===== config.mk =====
export PLATFORM = sky130hd
export DESIGN_NAME = checked_stack_machine_core
export DESIGN_NICKNAME = d
export VERILOG_FILES = /design/src/hw/rtl/csm_pkg.sv /design/src/hw/rtl/csm_ctrl.sv /design/src/hw/rtl/csm_dpath.sv /design/src/hw/rtl/checked_stack_machine_core.sv
export SDC_FILE = /design/constraint.sdc
export NUM_CORES = 2
export LEC_CHECK = 0
export BUFFER_PORTS_ARGS = -buffer_cell sky130_fd_sc_hd__clkbuf_2
export CELL_PAD_IN_SITES_DETAIL_PLACEMENT = 0
export CELL_PAD_IN_SITES_GLOBAL_PLACEMENT = 1
export CORE_MARGIN = 8
export CORE_UTILIZATION = 45
export CTS_BUF_LIST = sky130_fd_sc_hd__clkbuf_4 sky130_fd_sc_hd__clkbuf_8
export DETAILED_ROUTE_END_ITERATION = 8
export GPL_TIMING_DRIVEN = 0
export PLACE_DENSITY_LB_ADDON = 0.3
export SLEW_MARGIN = 10
export SYNTH_ARGS = -nofsm -noshare
export SYNTH_HDL_FRONTEND = slang
export SYNTH_SLANG_ARGS = --single-unit

===== constraint.sdc =====
create_clock -name i_clk -period 12.62 [get_ports i_clk]
set_input_delay 2.524 -clock i_clk [delete_from_list [all_inputs] [get_ports i_clk]]
set_output_delay 2.524 -clock i_clk [all_outputs]
set_load 0.005 [all_outputs]

===== src/hw/rtl/csm_pkg.sv =====
// ----------------------------------------------------------------------------
// csm_pkg
// Shared types and constants of the checked stack machine: stack bound,
// opcodes, status codes and the command/status structs between the
// controller and the datapath.
// ----------------------------------------------------------------------------
`default_nettype none

package csm_pkg;

    localparam int STACK_DEPTH = 64;
    localparam int ADDR_W      = (STACK_DEPTH > 2) ? $clog2(STACK_DEPTH) : 1;
    localparam int HEIGHT_W    = $clog2(STACK_DEPTH + 1);

    localparam int VALUE_W     = 64;
    localparam int ACTION_W    = 3;
    localparam int STATUS_W    = 3;

    localparam int IN_BITS     = ACTION_W + VALUE_W;
    localparam int IN_TDATA_W  = ((IN_BITS + 7) / 8) * 8;
    localparam int OUT_BITS    = VALUE_W + HEIGHT_W + STATUS_W;
    localparam int OUT_TDATA_W = ((OUT_BITS + 7) / 8) * 8;

    typedef enum logic [ACTION_W-1:0] {
        OP_PUSH = 3'd0,
        OP_DUP  = 3'd1,
        OP_SWAP = 3'd2,
        OP_ADD  = 3'd3
    } t_op;

    typedef enum logic [STATUS_W-1:0] {
        STS_OK      = 3'd0,
        STS_UNDER   = 3'd1,
        STS_OVER    = 3'd2,
        STS_BADOP   = 3'd3,
        STS_REFUSED = 3'd4
    } t_status;

    typedef struct packed {
        logic    load_in;
        logic    exec;
        t_op     op;
        logic    fill_nos;
        logic    out_load;
        t_status status;
    } t_cmd;

    typedef struct packed {
        logic [ACTION_W-1:0] action;
        logic                empty;
        logic                below_two;
        logic                deep;
        logic                full;
    } t_dp_stat;

endpackage

`default_nettype wire


===== src/hw/rtl/csm_ctrl.sv =====
// ----------------------------------------------------------------------------
// csm_ctrl
// Controller: input handshake, height checks, status decode, sticky
// failure flag and sequencing of the second-entry refill after add.
// ----------------------------------------------------------------------------
`default_nettype none

module csm_ctrl import csm_pkg::*; (
    input  wire logic     i_clk,
    input  wire logic     i_rst_n,
    input  wire logic     i_in_valid,
    output logic          o_in_ready,
    input  wire logic     i_in_last,
    input  wire logic     i_out_free,
    input  wire t_dp_stat i_stat,
    output t_cmd          o_cmd
);

    typedef enum logic [2:0] {
        ST_IDLE = 3'b001,
        ST_EXEC = 3'b010,
        ST_FILL = 3'b100
    } t_state;

    t_state r_state, n_state;
    logic   r_failed, n_failed;
    logic   r_last;
    t_status w_status;

    always_comb begin
        case (t_op'(i_stat.action))
            OP_PUSH: w_status = i_stat.full ? STS_OVER : STS_OK;
            OP_DUP: begin
                if (i_stat.empty) begin
                    w_status = STS_UNDER;
                end else if (i_stat.full) begin
                    w_status = STS_OVER;
                end else begin
                    w_status = STS_OK;
                end
            end
            OP_SWAP, OP_ADD: w_status = i_stat.below_two ? STS_UNDER : STS_OK;
            default: w_status = STS_BADOP;
        endcase
        if (r_failed) begin
            w_status = STS_REFUSED;
        end
    end

    always_comb begin
        n_state         = r_state;
        n_failed        = r_failed;
        o_in_ready      = 1'b0;
        o_cmd           = '0;
        o_cmd.op        = t_op'(i_stat.action);
        o_cmd.status    = w_status;
        case (r_state)
            ST_IDLE: begin
                o_in_ready = 1'b1;
                if (i_in_valid) begin
                    o_cmd.load_in = 1'b1;
                    n_state       = ST_EXEC;
                end
            end
            ST_EXEC: begin
                if (i_out_free) begin
                    o_cmd.out_load = 1'b1;
                    o_cmd.exec     = (w_status == STS_OK);
                    if (w_status != STS_OK) begin
                        n_failed = 1'b1;
                    end
                    if (r_last) begin
                        n_failed = 1'b0;
                    end
                    if (w_status == STS_OK && t_op'(i_stat.action) == OP_ADD
                        && i_stat.deep) begin
                        n_state = ST_FILL;
                    end else begin
                        n_state = ST_IDLE;
                    end
                end
            end
            ST_FILL: begin
                o_cmd.fill_nos = 1'b1;
                n_state        = ST_IDLE;
            end
            default: n_state = ST_IDLE;
        endcase
    end

    always_ff @(posedge i_clk) begin
        if (!i_rst_n) begin
            r_state  <= ST_IDLE;
            r_failed <= 1'b0;
        end else begin
            r_state  <= n_state;
            r_failed <= n_failed;
        end
    end

    // hold the end-of-program mark of the item in flight
    always_ff @(posedge i_clk) begin
        if (o_cmd.load_in) begin
            r_last <= i_in_last;
        end
    end

endmodule

`default_nettype wire


===== src/hw/rtl/csm_dpath.sv =====
// ----------------------------------------------------------------------------
// csm_dpath
// Datapath: input item register, top and second entries in registers,
// deeper entries in a memory with a registered read port, 64-bit adder
// and the stack height.
// ----------------------------------------------------------------------------
`default_nettype none

module csm_dpath import csm_pkg::*; (
    input  wire logic                i_clk,
    input  wire logic                i_rst_n,
    input  wire t_cmd                i_cmd,
    input  wire logic [ACTION_W-1:0] i_action,
    input  wire logic [VALUE_W-1:0]  i_immediate,
    output t_dp_stat                 o_stat,
    output logic [VALUE_W-1:0]       o_res_top,
    output logic [HEIGHT_W-1:0]      o_res_height
);

    logic [VALUE_W-1:0]  r_mem [STACK_DEPTH];
    logic [VALUE_W-1:0]  r_rd_data;
    logic [VALUE_W-1:0]  r_tos, n_tos;
    logic [VALUE_W-1:0]  r_nos, n_nos;
    logic [HEIGHT_W-1:0] r_height, n_height;
    logic [ACTION_W-1:0] r_action;
    logic [VALUE_W-1:0]  r_imm;
    logic [HEIGHT_W-1:0] w_h_m2, w_h_m3;
    logic                w_mem_we, w_mem_re;

    assign w_h_m2 = r_height - HEIGHT_W'(2);
    assign w_h_m3 = r_height - HEIGHT_W'(3);

    assign o_stat.action    = r_action;
    assign o_stat.empty     = (r_height == '0);
    assign o_stat.below_two = (r_height < HEIGHT_W'(2));
    assign o_stat.deep      = (r_height > HEIGHT_W'(2));
    assign o_stat.full      = (r_height == HEIGHT_W'(STACK_DEPTH));

    always_comb begin
        n_tos    = r_tos;
        n_nos    = r_nos;
        n_height = r_height;
        w_mem_we = 1'b0;
        w_mem_re = 1'b0;
        if (i_cmd.exec) begin
            case (i_cmd.op)
                OP_PUSH: begin
                    w_mem_we = !o_stat.below_two;
                    n_nos    = r_tos;
                    n_tos    = r_imm;
                    n_height = r_height + HEIGHT_W'(1);
                end
                OP_DUP: begin
                    w_mem_we = !o_stat.below_two;
                    n_nos    = r_tos;
                    n_height = r_height + HEIGHT_W'(1);
                end
                OP_SWAP: begin
                    n_tos = r_nos;
                    n_nos = r_tos;
                end
                OP_ADD: begin
                    w_mem_re = o_stat.deep;
                    n_tos    = r_tos + r_nos;
                    n_height = r_height - HEIGHT_W'(1);
                end
                default: ;
            endcase
        end
        if (i_cmd.fill_nos) begin
            n_nos = r_rd_data;
        end
    end

    assign o_res_top    = (n_height == '0) ? '0 : n_tos;
    assign o_res_height = n_height;

    always_ff @(posedge i_clk) begin
        if (w_mem_we) begin
            r_mem[w_h_m2[ADDR_W-1:0]] <= r_nos;
        end
        if (w_mem_re) begin
            r_rd_data <= r_mem[w_h_m3[ADDR_W-1:0]];
        end
    end

    always_ff @(posedge i_clk) begin
        r_tos <= n_tos;
        r_nos <= n_nos;
        if (i_cmd.load_in) begin
            r_action <= i_action;
            r_imm    <= i_immediate;
        end
    end

    always_ff @(posedge i_clk) begin
        if (!i_rst_n) begin
            r_height <= '0;
        end else begin
            r_height <= n_height;
        end
    end

endmodule

`default_nettype wire


===== src/hw/rtl/checked_stack_machine_core.sv =====
// ----------------------------------------------------------------------------
// checked_stack_machine_core
// Bounded operand stack running push, dup, swap and add with height checks
// and a sticky failure flag cleared at the end of each program.
//
//   Channel   Dir  tdata (low bit up)                      tlast
//   s_axis    in   action[2:0], immediate[66:3]            last_in_program
//   m_axis    out  top_value[63:0], height, status         program_done
//
// Each instruction passes an accept state and an execute state; an add on a
// stack of three or more entries adds a refill state, which loads the second
// entry register from the stack memory's registered read port.
// A new instruction is accepted while a result waits in the output register;
// it executes once that register is free.
// Reset clears the height, the failure flag and the controller; the stack
// memory holds no reset value and needs no clearing pass.
// ----------------------------------------------------------------------------
`default_nettype none

module checked_stack_machine_core import csm_pkg::*; (
    input  wire logic                   i_clk,
    input  wire logic                   i_rst_n,
    input  wire logic                   i_s_axis_tvalid,
    output logic                        o_s_axis_tready,
    input  wire logic [IN_TDATA_W-1:0]  i_s_axis_tdata,  // action, immediate
    input  wire logic                   i_s_axis_tlast,
    output logic                        o_m_axis_tvalid,
    input  wire logic                   i_m_axis_tready,
    output logic [OUT_TDATA_W-1:0]      o_m_axis_tdata,  // top_value, height, status
    output logic                        o_m_axis_tlast
);

    t_cmd                  w_cmd;
    t_dp_stat              w_stat;
    logic [VALUE_W-1:0]    w_res_top;
    logic [HEIGHT_W-1:0]   w_res_height;
    logic                  w_out_free;
    logic                  r_out_valid;
    logic [OUT_BITS-1:0]   r_out_data;
    logic                  r_out_last;
    logic                  r_in_last;

    assign w_out_free = !r_out_valid || i_m_axis_tready;

    csm_ctrl u_ctrl (
        .i_clk      (i_clk),
        .i_rst_n    (i_rst_n),
        .i_in_valid (i_s_axis_tvalid),
        .o_in_ready (o_s_axis_tready),
        .i_in_last  (i_s_axis_tlast),
        .i_out_free (w_out_free),
        .i_stat     (w_stat),
        .o_cmd      (w_cmd)
    );

    csm_dpath u_dpath (
        .i_clk        (i_clk),
        .i_rst_n      (i_rst_n),
        .i_cmd        (w_cmd),
        .i_action     (i_s_axis_tdata[ACTION_W-1:0]),
        .i_immediate  (i_s_axis_tdata[ACTION_W+VALUE_W-1:ACTION_W]),
        .o_stat       (w_stat),
        .o_res_top    (w_res_top),
        .o_res_height (w_res_height)
    );

    // hold the program-end mark beside the item for the result beat
    always_ff @(posedge i_clk) begin
        if (w_cmd.load_in) begin
            r_in_last <= i_s_axis_tlast;
        end
        if (w_cmd.out_load) begin
            r_out_data <= {w_cmd.status, w_res_height, w_res_top};
            r_out_last <= r_in_last;
        end
    end

    always_ff @(posedge i_clk) begin
        if (!i_rst_n) begin
            r_out_valid <= 1'b0;
        end else if (w_cmd.out_load) begin
            r_out_valid <= 1'b1;
        end else if (i_m_axis_tready) begin
            r_out_valid <= 1'b0;
        end
    end

    assign o_m_axis_tvalid = r_out_valid;
    assign o_m_axis_tdata  = OUT_TDATA_W'(r_out_data);
    assign o_m_axis_tlast  = r_out_last;

endmodule

`default_nettype wire


==> summary.txt <==
CTS
  – # clock sinks: 4443
  – Setup Buffers After CTS: 0
  – Hold Buf Count CTS: 0
  – CTS H-Tree Depth: 6
  – Number of buffers created by CTS: 701
  – CTS root buffer: clkbuf_8
  – CTS tree: built
  – Post-CTS sizing: 0
  – Worst skew pair latency: 1.21 ns
  – Max Root-Sink Buffers: 4
  – Reg clk slew, reported paths: 0.06 ns

Routing
  – Routed vias/inst: 6.02
  – Initial detailed-routing violation count: 11200
  – DR DRC count: 0
  – Iteration count of the initial detailed-routing pass: 7
  – Wire length per cell: 34.1 µm
  – Drt total wl: 489 mm
  – Final ANT Viol Nets: 0
  – Vias: 86400

Yosys
  – Flop and latch count out of synthesis: 4443
  – EDFF count, synth: 4367
  – Synthesized netlist cell count: 7536
  – Synth top area cells: edfxtp_1 (76%), mux4_2 (17%), dfxtp_1 (0.88%), clkbuf_1 (0.55%), a21oi_1 (0.52%)
  – Post-synth top area share: 0.760
  – Mapped Avg Cell Area: 22.9 µm²
  – Mapped Area: 173000 µm²
  – Sequential fraction of the synthesis area: 0.769
  – Fraction of registers with async set/reset: 0
  – Ys Warns: 0
  – Distinct cells, synth: 77
  – Most common cell in the netlist: edfxtp_1
  – Top cells by count, synth: edfxtp_1 (4367), mux4_2 (1280), clkbuf_1 (252)
  – Area leader, netlist: edfxtp_1
  – Synth Flop Type: edfxtp_1

Setup path
  – WS Path Type: flip-flop to flip-flop
  – Worst path arrival time: 10.33 ns
  – CP Launch Point: u_dpath.r_height[0]
  – CP startpoint kind: flip-flop
  – CP max FO: 11
  – CP Capture Type: flip-flop
  – Critical Path RT: 13.48 ns
  – Critical R2R Launch: u_dpath.r_height[0]

Hold path
  – Hold_sp: u_ctrl.r_last
  – Worst Hold Class: flip-flop to flip-flop

STA
  – Rel. slew slack: 0.0506
  – Tmin final: 9.48 ns
  – Final cycle utilization of the critical path: 0.751
  – Final hold violations: 0
  – Fin. max-slew vios: 0
  – RSZ-0062 raised after global routing: false
  – Max Clock Freq: 106 MHz
  – Setup TNS Final: 0 ns
  – Clock skew: 0.0530 ns
  – Endpoints failing setup: 0
  – Worst-Margin Slew: 1.42 ns

Final layout
  – P&R area growth vs syn: 16.8%
  – Layout cells sized above 1: 0.339
  – Final Core Density: 0.527
  – Fin cells: 14300
  – Nets: 8890

GRT
  – Global-route wire length before repair: 680 mm
  – Largest net degree at the start of global routing: 40
  – Gr usage total: 0.237
  – Vias in the first global route: 88800
  – Initial antenna violation count: 22
  – Grt ovf: 0

Floorplanning
  – Row count: 227
  – Die W: 635 µm
  – IO Count: 160
  – Initial cell density of the core: 0.452
  – Die span in y: 635 µm
  – CORE AREA: 382000 µm²
  – Die area: 404000 µm²

Flow run
  – Number of max-cap violations: 0

Pwr
  – Static Leak: 0.0624 µW
  – PwrDens: 143 nW/µm²
  – Peak supply drop: 0.000105 V

Place
  – Placer Congestion: 0.908
  – Post-Place Cells: 13100
  – Port Buffer Count: 148
  – HPWL Detailed: 346 mm

Outcome
  – Outcome: completed
==> area by class of cell <==
type / instances / area [µm²]
diodes: 14 / 35.0
plain buffers: 410 / 1680
clock buffers: 973 / 11900
clock inverters: 281 / 1850
fillers: 29100 / 181000
inverters: 31 / 116
multi-input cells: 2657 / 38900
flip-flops and latches: 4443 / 133000
well taps: 5038 / 6300
repair buffers: 496 / 8080
==> final timing paths <==
kind | endpoint | cells past startpoint | slack [ns]
worst max register to register | u_dpath.r_rd_data[15] | 15 | 3.14
worst max-delay path | u_dpath.r_rd_data[15] | 15 | 3.14
worst min register to register | o_m_axis_tlast | 0 | 0.46
worst min-delay path | o_m_axis_tlast | 0 | 0.46
==> metrics by stage <==
stage	power, µW	cell area (µm²)	setup WS, ns	hold WS (ns)
after global routing	29700	201000	3.09	0.474
after CTS	29000	201000	3.24	0.462
final	28800	201000	3.14	0.463
after floorplan	16800	173000	2.14	0.426
after global placement	17000	180000	-5.41	0.441
after detailed placement	17000	188000	3.24	0.447
==> power by group <==
group	leakage, µW	total, µW	internal [µW]	switching (µW)
Clock	0.00726	12000	6430	5620
Sequential	0.0400	16100	16000	80.6
Combinational	0.0151	637	241	396
==> routing by layer <==
metal | track usage | up-vias | part of all wire
met5 | 0 | - | 0.000045
met4 | 0.0842 | 4 | 0.038
met3 | 0.0565 | 857 | 0.098
met2 | 0.382 | 4364 | 0.48
met1 | 0.318 | 46300 | 0.39
li1 | - | 34800 | -
==> flip-flops by register name (all words and copies together) (netlist names) <==
| name | cells |
|---|---|
| r_out_data | 74 |
| u_ctrl.r_failed | 1 |
| u_ctrl.r_state | 3 |
| u_dpath.r_imm | 64 |
| u_dpath.r_nos | 64 |
| o_m_axis_tlast | 1 |
| u_dpath.r_action | 3 |
| u_dpath.r_rd_data | 64 |
| u_dpath.r_mem | 4096 |
| o_m_axis_tvalid | 1 |
| u_ctrl.r_last | 1 |
| u_dpath.r_height | 7 |
| u_dpath.r_tos | 64 |
==> worst max-delay path: stages, from the launching register on <==
cell      delay (ns)
dfxtp_1         0.33
clkbuf_1        0.38
buf_2           0.69
buf_2           0.64
buf_2           1.01
buf_2           0.63
inv_1           0.26
ha_1            0.53
clkbuf_1        0.28
clkbuf_1        1.01
clkbuf_1        0.75
mux4_2          0.42
mux4_2          0.50
nor2b_1         0.18
a211oi_1        1.10
a21oi_1         0.29
==> cells in the final DEF, fill, tap and decap left out, drive strengths merged, types with 10 or more instances in the layout <==
cell type and n:
mux4 1280, o21ai 67, nand2b 12, xnor2 37, o31ai 10, mux2 64
nand2 113, a221oi 14, o21bai 16, o21a 10, a31oi 17, bufinv 17
a21o 41, xor2 22, a222oi 25, diode 14, ha 71, o22ai 19
a22oi 11, and2 54, mux2i 83, clkinvlp 16, nand4 23, clkinv 221
a211oi 75, nor2 171, nor3 37, edfxtp 4367, inv 58, a21oi 181
buf 500, dfxtp 76, nand3 26, and3 12, clkbuf 1379, nor2b 78
==> kinds of logic after synthesis <==
| group | count (synthesis) | share of synthesized area |
|---|---|---|
| flip-flops | 4443 | 0.769 |
| AO/OA/AOI/OAI | 538 | 0.0210 |
| XOR/XNOR | 59 | 0.00299 |
| other | 1 | 0.0000217 |
| multiplexers | 1427 | 0.176 |
| adder cells (fa/ha/maj) | 73 | 0.00538 |
| AND/OR/NAND/NOR | 554 | 0.0158 |
| buffers and inverters | 441 | 0.0101 |
Power figures use the tool's default switching activity.
